`config.mk`:
```
export PLATFORM = sky130hd
export DESIGN_NAME = rotary_axis_homing_and_seek_core
export DESIGN_NICKNAME = d
export VERILOG_FILES = /design/src/rahs_pkg.sv /design/src/rotary_axis_homing_and_seek_core.sv /design/src/rahs_cfg.sv /design/src/rahs_scale.sv /design/src/rahs_axis.sv
export SDC_FILE = /design/constraint.sdc
export NUM_CORES = 1
export LEC_CHECK = 0
export ABC_AREA = 1
export CAP_MARGIN = 0
export CORE_MARGIN = 2
export CORE_UTILIZATION = 45
export DETAILED_ROUTE_END_ITERATION = 16
export DONT_BUFFER_PORTS = 1
export PLACE_DENSITY = 0.64
export SYNTH_ARGS = -nofsm -noshare
export SYNTH_HDL_FRONTEND = slang
export SYNTH_SLANG_ARGS = --single-unit
```
`constraint.sdc`:
```
create_clock -name clk -period 10.7 [get_ports clk]
set_clock_uncertainty 0.15 [all_clocks]
set_input_delay 0.535 -clock clk [delete_from_list [all_inputs] [get_ports clk]]
set_output_delay 0.535 -clock clk [all_outputs]
set_load 0.01 [all_outputs]
```
`src/rahs_pkg.sv`:
```
package rahs_pkg;

    localparam int POSITION_BITS_DEF = 16;
    localparam int ADC_BITS_DEF      = 12;

    localparam int CFG_INDEX_BITS = 3;
    localparam int CFG_DATA_BITS  = 16;

    typedef enum logic [CFG_INDEX_BITS-1:0] {
        CFG_STEPS_PER_REV = 3'd0,
        CFG_HALF_TURN     = 3'd1,
        CFG_CAL_SAMPLES   = 3'd2,
        CFG_ACCEPT_LOW    = 3'd3,
        CFG_ACCEPT_HIGH   = 3'd4,
        CFG_FLOOR_SPEED   = 3'd5,
        CFG_START_SPEED   = 3'd6
    } cfg_reg_t;

    localparam logic [15:0] STEPS_PER_REV_RESET = 16'd8200;
    localparam logic [14:0] HALF_TURN_RESET     = 15'd4100;
    localparam logic [11:0] CAL_SAMPLES_RESET   = 12'd750;
    localparam logic [11:0] ACCEPT_LOW_RESET    = 12'd505;
    localparam logic [11:0] ACCEPT_HIGH_RESET   = 12'd1000;
    localparam logic [7:0]  FLOOR_SPEED_RESET   = 8'd20;
    localparam logic [7:0]  START_SPEED_RESET   = 8'd10;

    // Threshold scale of 21/20: the divide by 20 is a shift by two and a divide by five.
    localparam int SCALE_DIV_ODD = 5;

    typedef struct packed {
        logic [15:0] steps_per_rev;
        logic [14:0] half_turn;
        logic [11:0] cal_samples;
        logic [11:0] accept_low;
        logic [11:0] accept_high;
        logic [7:0]  floor_speed;
    } cfg_t;

    typedef struct packed {
        logic direction;
        logic step_taken;
        logic homed;
        logic at_target;
    } flags_t;

endpackage

```
`src/rotary_axis_homing_and_seek_core.sv`:
```
// Rotary axis homing and seek controller for a stepper turntable.
// Input channel (in_valid / in_stall): one transaction is either a tick
// (mode 0) with a hall sensor sample and a step-due strobe, or a new
// destination (mode 1). Output channel (out_valid / out_stall): exactly one
// result transaction per input, in order, with the axis state after it.
// An accepted transaction is held in the input register, and its result is then
// registered in the axis state registers. Throughput: one transaction per cycle
// while the receiver does not stall; the state update is a single compare-and-update
// pass from the input register into the axis registers.
// The axis state registers double as the result register. When the receiver
// stalls, the result holds and in_stall rises once the input register also
// holds a transaction; nothing is dropped.
// Configuration registers are written through cfg_wr_en / cfg_index / cfg_data
// while the block is idle, a rule for the user that the block does not enforce;
// unknown indexes are ignored. Reset (rst_n, asynchronous, active low) clears
// both channels, restores the configuration defaults and returns the axis to calibration.
module rotary_axis_homing_and_seek_core #(
    parameter int POSITION_BITS = rahs_pkg::POSITION_BITS_DEF,
    parameter int ADC_BITS      = rahs_pkg::ADC_BITS_DEF
) (
    input  logic                                clk,
    input  logic                                rst_n,
    input  logic                                cfg_wr_en,
    input  logic [rahs_pkg::CFG_INDEX_BITS-1:0] cfg_index,
    input  logic [rahs_pkg::CFG_DATA_BITS-1:0]  cfg_data,
    input  logic                                in_valid,
    output logic                                in_stall,
    input  logic                                mode,
    input  logic [POSITION_BITS-1:0]            destination,
    input  logic [ADC_BITS-1:0]                 hall_sample,
    input  logic                                step_due,
    output logic                                out_valid,
    input  logic                                out_stall,
    output logic [POSITION_BITS-1:0]            position,
    output logic                                direction,
    output logic                                step_taken,
    output logic                                homed,
    output logic                                at_target,
    output logic [ADC_BITS-1:0]                 threshold,
    output logic [7:0]                          speed
);

    rahs_pkg::cfg_t   cfg;
    rahs_pkg::flags_t flags;

    logic                     in_valid_reg, in_valid_next;
    logic                     out_valid_reg, out_valid_next;
    logic                     mode_reg;
    logic [POSITION_BITS-1:0] dest_reg;
    logic [ADC_BITS-1:0]      sample_reg;
    logic                     due_reg;
    logic                     in_take;
    logic                     res_free;
    logic                     advance;

    rahs_cfg u_cfg (
        .clk      (clk),
        .rst_n    (rst_n),
        .cfg_wr_en(cfg_wr_en),
        .cfg_index(cfg_index),
        .cfg_data (cfg_data),
        .cfg      (cfg)
    );

    assign res_free = !out_valid_reg || !out_stall;
    assign advance  = in_valid_reg && res_free;
    assign in_stall = in_valid_reg && !res_free;
    assign in_take  = in_valid && !in_stall;

    always_comb
    begin
        in_valid_next = in_valid_reg;
        if (in_take)
            in_valid_next = 1'b1;
        else if (advance)
            in_valid_next = 1'b0;

        out_valid_next = out_valid_reg;
        if (advance)
            out_valid_next = 1'b1;
        else if (!out_stall)
            out_valid_next = 1'b0;
    end

    always_ff @(posedge clk or negedge rst_n)
    begin
        if (!rst_n)
        begin
            in_valid_reg  <= 1'b0;
            out_valid_reg <= 1'b0;
        end
        else
        begin
            in_valid_reg  <= in_valid_next;
            out_valid_reg <= out_valid_next;
        end
    end

    always_ff @(posedge clk)
    begin
        if (in_take)
        begin
            mode_reg   <= mode;
            dest_reg   <= destination;
            sample_reg <= hall_sample;
            due_reg    <= step_due;
        end
    end

    rahs_axis #(
        .POSITION_BITS(POSITION_BITS),
        .ADC_BITS     (ADC_BITS)
    ) u_axis (
        .clk        (clk),
        .rst_n      (rst_n),
        .go         (advance),
        .cfg        (cfg),
        .mode       (mode_reg),
        .destination(dest_reg),
        .hall_sample(sample_reg),
        .step_due   (due_reg),
        .position   (position),
        .threshold  (threshold),
        .speed      (speed),
        .flags      (flags)
    );

    assign out_valid  = out_valid_reg;
    assign direction  = flags.direction;
    assign step_taken = flags.step_taken;
    assign homed      = flags.homed;
    assign at_target  = flags.at_target;

endmodule

```
`src/rahs_cfg.sv`:
```
module rahs_cfg (
    input  logic                                clk,
    input  logic                                rst_n,
    input  logic                                cfg_wr_en,
    input  logic [rahs_pkg::CFG_INDEX_BITS-1:0] cfg_index,
    input  logic [rahs_pkg::CFG_DATA_BITS-1:0]  cfg_data,
    output rahs_pkg::cfg_t                      cfg
);

    rahs_pkg::cfg_t cfg_reg;
    rahs_pkg::cfg_t cfg_next;

    always_comb
    begin
        cfg_next = cfg_reg;
        if (cfg_wr_en)
        begin
            case (rahs_pkg::cfg_reg_t'(cfg_index))
                rahs_pkg::CFG_STEPS_PER_REV: cfg_next.steps_per_rev = cfg_data[15:0];
                rahs_pkg::CFG_HALF_TURN:     cfg_next.half_turn     = cfg_data[14:0];
                rahs_pkg::CFG_CAL_SAMPLES:   cfg_next.cal_samples   = cfg_data[11:0];
                rahs_pkg::CFG_ACCEPT_LOW:    cfg_next.accept_low    = cfg_data[11:0];
                rahs_pkg::CFG_ACCEPT_HIGH:   cfg_next.accept_high   = cfg_data[11:0];
                rahs_pkg::CFG_FLOOR_SPEED:   cfg_next.floor_speed   = cfg_data[7:0];
                // The configuration holds no start speed, so a write to this index is ignored;
                // the speed register always resets to the package reset value.
                rahs_pkg::CFG_START_SPEED:   cfg_next = cfg_reg;
                default:                     cfg_next = cfg_reg;
            endcase
        end
    end

    always_ff @(posedge clk or negedge rst_n)
    begin
        if (!rst_n)
        begin
            cfg_reg.steps_per_rev <= rahs_pkg::STEPS_PER_REV_RESET;
            cfg_reg.half_turn     <= rahs_pkg::HALF_TURN_RESET;
            cfg_reg.cal_samples   <= rahs_pkg::CAL_SAMPLES_RESET;
            cfg_reg.accept_low    <= rahs_pkg::ACCEPT_LOW_RESET;
            cfg_reg.accept_high   <= rahs_pkg::ACCEPT_HIGH_RESET;
            cfg_reg.floor_speed   <= rahs_pkg::FLOOR_SPEED_RESET;
        end
        else
        begin
            cfg_reg <= cfg_next;
        end
    end

    assign cfg = cfg_reg;

endmodule

```
`src/rahs_scale.sv`:
```
module rahs_scale #(
    parameter int ADC_BITS = rahs_pkg::ADC_BITS_DEF
) (
    input  logic [ADC_BITS-1:0] thresh,
    output logic [ADC_BITS-1:0] scaled
);

    localparam int XW = ADC_BITS + 5;
    localparam int YW = XW - 2;
    localparam logic [YW-1:0] RECIP = YW'((64'd1 << YW) / rahs_pkg::SCALE_DIV_ODD);
    localparam logic [YW-1:0] ODD   = YW'(rahs_pkg::SCALE_DIV_ODD);
    localparam logic [YW-1:0] SAT   = YW'({ADC_BITS{1'b1}});

    logic [XW-1:0]   times21;
    logic [YW-1:0]   quarter;
    logic [2*YW-1:0] prod;
    logic [YW-1:0]   q_est;
    logic [YW-1:0]   rem;
    logic [YW-1:0]   quot;

    // x*21 = x*16 + x*4 + x.
    assign times21 = XW'({thresh, 4'b0000}) + XW'({thresh, 2'b00}) + XW'(thresh);
    assign quarter = times21[XW-1:2];

    // The truncated reciprocal leaves the estimate at most one below the quotient.
    assign prod  = {{YW{1'b0}}, quarter} * {{YW{1'b0}}, RECIP};
    assign q_est = prod[2*YW-1:YW];
    assign rem   = quarter - ((q_est << 2) + q_est);
    assign quot  = (rem >= ODD) ? q_est + YW'(1) : q_est;

    assign scaled = (quot > SAT) ? {ADC_BITS{1'b1}} : quot[ADC_BITS-1:0];

endmodule

```
`src/rahs_axis.sv`:
```
module rahs_axis #(
    parameter int POSITION_BITS = rahs_pkg::POSITION_BITS_DEF,
    parameter int ADC_BITS      = rahs_pkg::ADC_BITS_DEF
) (
    input  logic                     clk,
    input  logic                     rst_n,
    input  logic                     go,
    input  rahs_pkg::cfg_t           cfg,
    input  logic                     mode,
    input  logic [POSITION_BITS-1:0] destination,
    input  logic [ADC_BITS-1:0]      hall_sample,
    input  logic                     step_due,
    output logic [POSITION_BITS-1:0] position,
    output logic [ADC_BITS-1:0]      threshold,
    output logic [7:0]               speed,
    output rahs_pkg::flags_t         flags
);

    localparam int PW = POSITION_BITS;
    localparam int CW = (PW + 1 > 17) ? PW + 1 : 17;
    localparam int DW = (PW > 15) ? PW : 15;
    localparam int AW = (ADC_BITS > 12) ? ADC_BITS : 12;

    logic [PW-1:0]       pos_reg, pos_next;
    logic [PW-1:0]       target_reg, target_next;
    logic                dir_reg, dir_next;
    logic                seeking_reg, seeking_next;
    logic [12:0]         cal_count_reg, cal_count_next;
    logic [ADC_BITS-1:0] thresh_reg, thresh_next;
    logic                homed_reg, homed_next;
    logic [7:0]          speed_reg, speed_next;
    logic                stepped_reg, stepped_next;

    logic [ADC_BITS-1:0] thresh_scaled;
    logic [CW-1:0]       pos_inc;
    logic [PW-1:0]       pos_cw;
    logic [PW-1:0]       pos_ccw;
    logic [PW-1:0]       pos_step;
    logic [PW-1:0]       dist_up;
    logic [PW-1:0]       dist_down;
    logic                seek_dir;
    logic                step_dir;
    logic                in_window;
    logic [12:0]         cal_limit;

    rahs_scale #(
        .ADC_BITS(ADC_BITS)
    ) u_scale (
        .thresh(thresh_reg),
        .scaled(thresh_scaled)
    );

    // Shorter way round: a positive gap below half a turn goes clockwise.
    assign dist_down = pos_reg - target_reg;
    assign dist_up   = target_reg - pos_reg;
    assign seek_dir  = (pos_reg > target_reg) ? !(DW'(dist_down) < DW'(cfg.half_turn))
                                              : (DW'(dist_up) < DW'(cfg.half_turn));

    assign step_dir = homed_reg ? seek_dir : dir_reg;
    assign pos_inc  = CW'(pos_reg) + CW'(1);
    assign pos_ccw  = (pos_inc >= CW'(cfg.steps_per_rev)) ? '0 : pos_inc[PW-1:0];
    assign pos_cw   = (pos_reg == '0) ? PW'(cfg.steps_per_rev - 16'd1) : pos_reg - PW'(1);
    assign pos_step = step_dir ? pos_ccw : pos_cw;

    assign in_window = (AW'(hall_sample) > AW'(cfg.accept_low)) &&
                       (AW'(hall_sample) <= AW'(cfg.accept_high));
    assign cal_limit = {1'b0, cfg.cal_samples};

    always_comb
    begin
        pos_next       = pos_reg;
        target_next    = target_reg;
        dir_next       = dir_reg;
        seeking_next   = seeking_reg;
        cal_count_next = cal_count_reg;
        thresh_next    = thresh_reg;
        homed_next     = homed_reg;
        speed_next     = speed_reg;
        stepped_next   = stepped_reg;
        if (go)
        begin
            stepped_next = 1'b0;
            if (mode)
            begin
                target_next  = destination;
                seeking_next = 1'b1;
            end
            else if (!homed_reg)
            begin
                if (cal_count_reg < cal_limit)
                begin
                    if (in_window)
                    begin
                        cal_count_next = cal_count_reg + 13'd1;
                        if (hall_sample < thresh_reg)
                            thresh_next = hall_sample;
                    end
                    stepped_next = step_due;
                    if (step_due)
                        pos_next = pos_step;
                end
                else if (cal_count_reg == cal_limit)
                begin
                    thresh_next    = thresh_scaled;
                    cal_count_next = cal_count_reg + 13'd1;
                end
                else
                begin
                    stepped_next = step_due;
                    if (step_due)
                        pos_next = pos_step;
                    // Magnet found: this point becomes the origin.
                    if (hall_sample <= thresh_reg)
                    begin
                        dir_next   = 1'b0;
                        pos_next   = '0;
                        homed_next = 1'b1;
                    end
                end
            end
            else if (seeking_reg)
            begin
                if (pos_reg == target_reg)
                begin
                    seeking_next = 1'b0;
                end
                else
                begin
                    dir_next     = seek_dir;
                    stepped_next = step_due;
                    if (step_due)
                        pos_next = pos_step;
                    if (speed_reg > cfg.floor_speed)
                        speed_next = speed_reg - 8'd1;
                end
            end
        end
    end

    always_ff @(posedge clk or negedge rst_n)
    begin
        if (!rst_n)
        begin
            pos_reg       <= '0;
            target_reg    <= '0;
            dir_reg       <= 1'b0;
            seeking_reg   <= 1'b0;
            cal_count_reg <= '0;
            thresh_reg    <= '1;
            homed_reg     <= 1'b0;
            speed_reg     <= rahs_pkg::START_SPEED_RESET;
            stepped_reg   <= 1'b0;
        end
        else
        begin
            pos_reg       <= pos_next;
            target_reg    <= target_next;
            dir_reg       <= dir_next;
            seeking_reg   <= seeking_next;
            cal_count_reg <= cal_count_next;
            thresh_reg    <= thresh_next;
            homed_reg     <= homed_next;
            speed_reg     <= speed_next;
            stepped_reg   <= stepped_next;
        end
    end

    assign position         = pos_reg;
    assign threshold        = thresh_reg;
    assign speed            = speed_reg;
    assign flags.direction  = dir_reg;
    assign flags.step_taken = stepped_reg;
    assign flags.homed      = homed_reg;
    assign flags.at_target  = !seeking_reg;

endmodule

```
* Yosys cells after proc, flatten, opt, wreduce, memory -nomap -nowiden
Index checks and enable logic that the tools add are counted.
** Operators by class
- Reductions and logical operators :: 31
- Magnitude comparators :: 12
- Add/subtract/negate cells :: 12
- Bitwise operators :: 3
- Equality and inequality tests :: 15
- Muxes and demuxes :: 45
- Multiply operators :: 1
** Operators with widths (count)
- $mux 16 :: 10
- $mux 12 :: 5
- $mux 13 :: 3
- $lt 16x15->1 :: 2
- $sub 16x1->16 const B :: 2
- $sub 16x16->16 :: 2
- $mul 15x13->28 const B :: 1
- $mux 1 :: 26
- $le 12x12->1 :: 2
- $reduce_and 2->1 :: 9
- $add 16x1->17 const B :: 1
- $add 16x14->17 :: 1
- $add 17x12->17 :: 1
- $ge 17x16->1 :: 1
- $eq 16x16->1 :: 1
- $gt 16x16->1 :: 1
- $logic_not 16->1 :: 1
- $add 15x13->15 :: 1
- $ge 15x3->1 const B :: 1
- $sub 15x15->15 :: 1
- $add 13x1->14 const B :: 1
- $gt 14x12->1 const B :: 1
- $mux 14 :: 1
- $add 13x1->13 const B :: 1
- other kinds (21) :: 43
** Word-level totals
- Flip-flop bits (word level) :: 176
- Output and inout port bits :: 42
- Bits of input ports :: 54
- Logic and storage cells :: 140

* Logic depth before layout (Yosys ltp)
- Depth in word-level cells :: 11
- Depth in mapped cells :: 56
- Mapped depth without buffers :: 56

* Modules after synthesis
Synthesis repeated with hierarchy kept, for this count alone.
** Second synthesis, totals
- Cell total of the unflattened synthesis :: 2511
- Area total of the unflattened synthesis :: 18895.6 um^2
** By module, submodules not included
- rahs_axis :: cells each 1300, seq. area each 1744.2 um^2, area an instance 8956.1 um^2, times used 1
- rahs_scale :: cells each 830, seq. area each 0.0 um^2, area an instance 5933.2 um^2, times used 1
- rahs_cfg :: cells each 339, seq. area each 1909.3 um^2, area an instance 3010.4 um^2, times used 1
- rotary_axis_homing_and_seek_core :: cells each 42, seq. area each 950.9 um^2, area an instance 996.0 um^2, times used 1

* Worst setup path after synthesis
Ideal clock, no wire load.
- Kind :: register to register
- Start point :: register u_axis.thresh_reg[4], in the netlist u_axis.threshold[4]
- End point :: register u_axis.thresh_reg[8], in the netlist u_axis.threshold[8]
- Path slack :: 1.791 ns
- Library setup time :: 0.079 ns
- Data required time :: 10.471 ns
- Stages on the path, launching flop included :: 46
- Clock period less this slack :: 8.909 ns
- Arrival :: 8.680 ns
- Buffers on the path :: 1
- Path through :: dfstp_2 fa_1 fa_1 nand3_1 nand2_1 a21oi_1 o21bai_1 nand2_1 nand2_1 a21oi_1 o21ai_0 xor2_1 ha_1 fa_1 fa_1 fa_1 fa_1 ha_1 [10 not listed] fa_1 inv_1 ha_1 a21o_1 a21oi_1 nand3_1 nand2_1 inv_1 o21ai_0 nand2_1 nor2_1 nand3_2 buf_6 nand2_4 xor2_1 nand2_1 o21ai_1 nand2_1
** On the way
- Word-level cells in the longest chain between the ends :: 11
- Elaborated cells on any way between the ends :: 15
- Classes of those cells :: add/sub: 5; mul: 1; order compare: 3; eq/ne: 1; mux: 4; reduce/logical: 1
** Ends and longest elaborated chain
- from (decl) :: line rahs_axis.sv:29 : logic [ADC_BITS-1:0] thresh_reg, thresh_next;
- from (signal assigned) :: line rahs_axis.sv:161 : thresh_reg <= thresh_next;
- $add 16x14->17 :: line rahs_scale.sv:22 : assign times21 = XW'({thresh, 4'b0000}) + XW'({thresh, 2'b00}) + XW'(thresh);
- $add 17x12->17 :: line rahs_scale.sv:22
- $mul 15x13->28 :: line rahs_scale.sv:26 : assign prod = {{YW{1'b0}}, quarter} * {{YW{1'b0}}, RECIP};
- $add 15x13->15 :: line rahs_scale.sv:28 : assign rem = quarter - ((q_est << 2) + q_est);
- $sub 15x15->15 :: line rahs_scale.sv:28
- $ge 15x3->1 :: line rahs_scale.sv:29 : assign quot = (rem >= ODD) ? q_est + YW'(1) : q_est;
- $mux 14 :: line rahs_scale.sv:29
- $gt 14x12->1 :: line rahs_scale.sv:31 : assign scaled = (quot > SAT) ? {ADC_BITS{1'b1}} : quot[ADC_BITS-1:0];
- $mux 12 :: line rahs_scale.sv:31
- $mux 12 :: line rahs_axis.sv:102 : else if (cal_count_reg == cal_limit)
- $mux 12 :: line rahs_axis.sv:90 : if (cal_count_reg < cal_limit)
Parallel ways exist; a longest one is shown, timed or not. The select of a mux whose other input is x is not followed.
A chain may end at the register's enable or synchronous reset.

* Final worst setup path
- Start point :: register u_axis.thresh_reg[2], in the netlist u_axis.threshold[2]
- End point :: register u_axis.thresh_reg[5], in the netlist u_axis.threshold[5]
Same word-level chain as after synthesis.

==> flow_summary.toml <==
[setup_path]
slowest_delay_ps = 670
r2r_cells = 49
critPathSlowestCell = "dfstp_2"
worstSetupEndpointType = "flop"
cp.required_ps = 10950
crit_fanout = 10
worstSetupStartpointType = "flop"
crit_type = "flop to flop"
cp_common_cell = "nand2_1"
crit_arrival_ps = 10450

[power_and_ir_drop]
power_per_cell_area_nw_per_um2 = 183
pwr-share-clk = 0.177
swShare = 0.484
pwr-share-comb = 0.539
internal_power_uw = 1890
pwr-share-seq = 0.283
ir_drop_uv = 140
p_leak_uw = 0.0110
switchingPower_uw = 1770

[synthesis]
yosysUniqueCellTypes = 65
synth_top_area_frac = 0.179
async_reset_ff_frac = 0.830
yosysMostFrequentCell = "nand2_1"
synthTopCellsByCount = "610 x nand2_1, 457 x inv_1, 264 x ha_1, 165 x nor2_1, 135 x a21oi_1"
syn_nets = 2867
syn_area_um2 = 18400
yosysWarnings = 0
syn_area_per_cell_um2 = 7.44
synth_enable_flop_cells = 30
ys_ff_latch = 176
ys_top_cells_by_area = "ha_1 18%, dfrtp_1 14%, nand2_1 12%, inv_1 9.3%, fa_1 7.9%"
ys.flop_type = "dfrtp_1"
syn_inst = 2476
synth-seq-area-share = 0.250
yosys.area.top_type = "ha_1"

[cells_and_area]
final_nets = 2888
layout-drive-gt1-share = 0.0602
stdcell_area_um2 = 20000
fillers = 4092
area_delta_synth_final_pct = 8.46
stdcell_count = 3043
largest_reg_flops = 75

[hold_path]
holdPathStages = 2
hold_class = "input pin to flop"

[die]
rows = 74
core_area_um2 = 40600
initial_core_util = 0.453
ios = 96
die-area_um2 = 42600
die_h_um = 206
die_x_um = 206

[placement]
hpwl_mm = 43.2
placed_area_um2 = 18900
place_congestion = 1.01
dp_cells = 2974
numPortBuffers = 0

[route]
via_per_inst = 5.31
dr.first_iter.drc_count = 1153
routed_wl_mm = 53.1
drc = 0
first_pass_iters = 6
wl_per_cell_um = 17.4
postRouteAntennaNets = 0
vias = 16149

[cts]
clk_path_buf_depth = 2
tritoncts = "yes"
htreeDepth = 4
cts.sinks = 176
clk_latency_ps = 460
cts-root-buf = "clkbuf_16"
cts_buffers = 17
clk_pin_slew_ps = 70

[timing]
max_freq_mhz = 98.1
setup_tns_ps = 0
slew_headroom = 0.372
period_needed_ps = 10190
maxSlewViolCount = 0
fin_crit_sh = 0.953
rsz0062_at_grt = "false"
hold_viol = 0
finalSetupViolCount = 0
worstMarginPinSlew_ps = 939

[flow_run]
cap_viol_max_count = 0

[global_route]
grt_max_degree = 147
gr-total-overflow = 0
grt_util_all_layers = 0.258
antenna_found_initial = 1
grt_pass1_vias = 15873
grt_pass1_wl_mm = 85.1

[run_status]
status = "completed"
worst paths after layout:
kind / from / endpoint / slack (ps)
worst min-delay path: in_valid / in_valid_reg / 60
worst min register to register: in_valid_reg / out_valid / 340
worst max-delay path: u_axis.threshold[2] / u_axis.threshold[5] / 510
max in group asynchronous: rst_n / u_cfg.cfg[29] / 9190
worst max register to register: u_axis.threshold[2] / u_axis.threshold[5] / 510
min in group asynchronous: rst_n / u_axis.position[9] / 550
cell type report:
| type | count | area [um2] | share of cell area |
|---|---|---|---|
| multi-input combinational | 1789 | 11900 | 0.596 |
| sequential | 176 | 4600 | 0.230 |
| inverter | 468 | 1760 | 0.0880 |
| tap | 532 | 666 | 0.0333 |
| clock buffer | 21 | 492 | 0.0246 |
| timing repair buffer | 45 | 435 | 0.0218 |
| clock inverter | 11 | 114 | 0.00570 |
| antenna | 1 | 2.50 | 0.000125 |
per-layer routing:
metal	global-route usage	share of wire
met4	0.0855	0.031
met2	0.438	0.47
met1	0.335	0.45
met5	0	0
met3	0.0404	0.049
critical path, delay by kind of cell, from the launching register on:
family / cells / cell delay [ps]
flip-flops: 1 / 670
AO/OA/AOI/OAI: 7 / 930
adder cells (fa/ha/maj): 10 / 4330
AND/OR/NAND/NOR: 24 / 2920
XOR/XNOR: 1 / 330
buffers and inverters: 7 / 770
power groups by stage:
stage	clock, uW	sequential, uW	combinational (uW)
after detailed placement	0	1050	1920
final	649	1040	1970
after global placement	0	1040	1870
after floorplan	0	946	1500
after CTS	663	1040	1960
after global routing	689	1060	2260
kinds of logic (layout without fill, tap and decap cells):
family | count (synthesis) | after routing | share of synthesized area
compound gates | 331 | 331 | 0.0993
xor+xnor | 93 | 93 | 0.0446
fa+ha+maj | 337 | 337 | 0.259
buf+inv | 511 | 545 | 0.107
flops | 176 | 176 | 0.250
other cells | 0 | 1 | 0
simple gates | 1028 | 1028 | 0.240
timing repair:
item | 4_1_cts | 5_1_grt
setup buffers | 0 | 4
endpoints found under the hold margin | 176 | 0
hold buffers | 32 | 0
gates resized for setup | 0 | 17
endpoints found under the setup margin | 0 | 12
cell usage in the layout, fill, tap and decap left out, types with 13 or more instances in the layout:
| cell type | netlist | routed |
|---|---|---|
| dlygate4sd3_1 | 0 | 31 |
| o21ai_1 | 14 | 14 |
| o21ai_0 | 123 | 122 |
| nor2_1 | 165 | 164 |
| xnor2_1 | 16 | 16 |
| nand3_1 | 112 | 111 |
| dfstp_2 | 40 | 40 |
| dfrtp_1 | 106 | 106 |
| nand4_1 | 44 | 44 |
| clkbuf_16 | 0 | 18 |
| inv_1 | 457 | 457 |
| buf_4 | 3 | 13 |
| fa_1 | 73 | 73 |
| nand2_1 | 610 | 609 |
| ha_1 | 264 | 263 |
| edfxtp_1 | 30 | 30 |
| nor3_1 | 37 | 37 |
| a21oi_1 | 135 | 130 |
| xor2_1 | 76 | 74 |
stage by stage:
| step | setup WS [ps] | total power, uW | hold slack (ps) | utilization |
|---|---|---|---|---|
| after global routing | 25.8 | 4000 | 59.2 | 0.492 |
| final | 508 | 3660 | 55.5 | 0.492 |
| after detailed placement | 91.0 | 2960 | 92.6 | 0.466 |
| after global placement | 130 | 2910 | 92.4 | 0.466 |
| after CTS | 23.7 | 3660 | 32.9 | 0.489 |
| after floorplan | 1790 | 2450 | 89.4 | - |
Power figures use the tool's default switching activity.
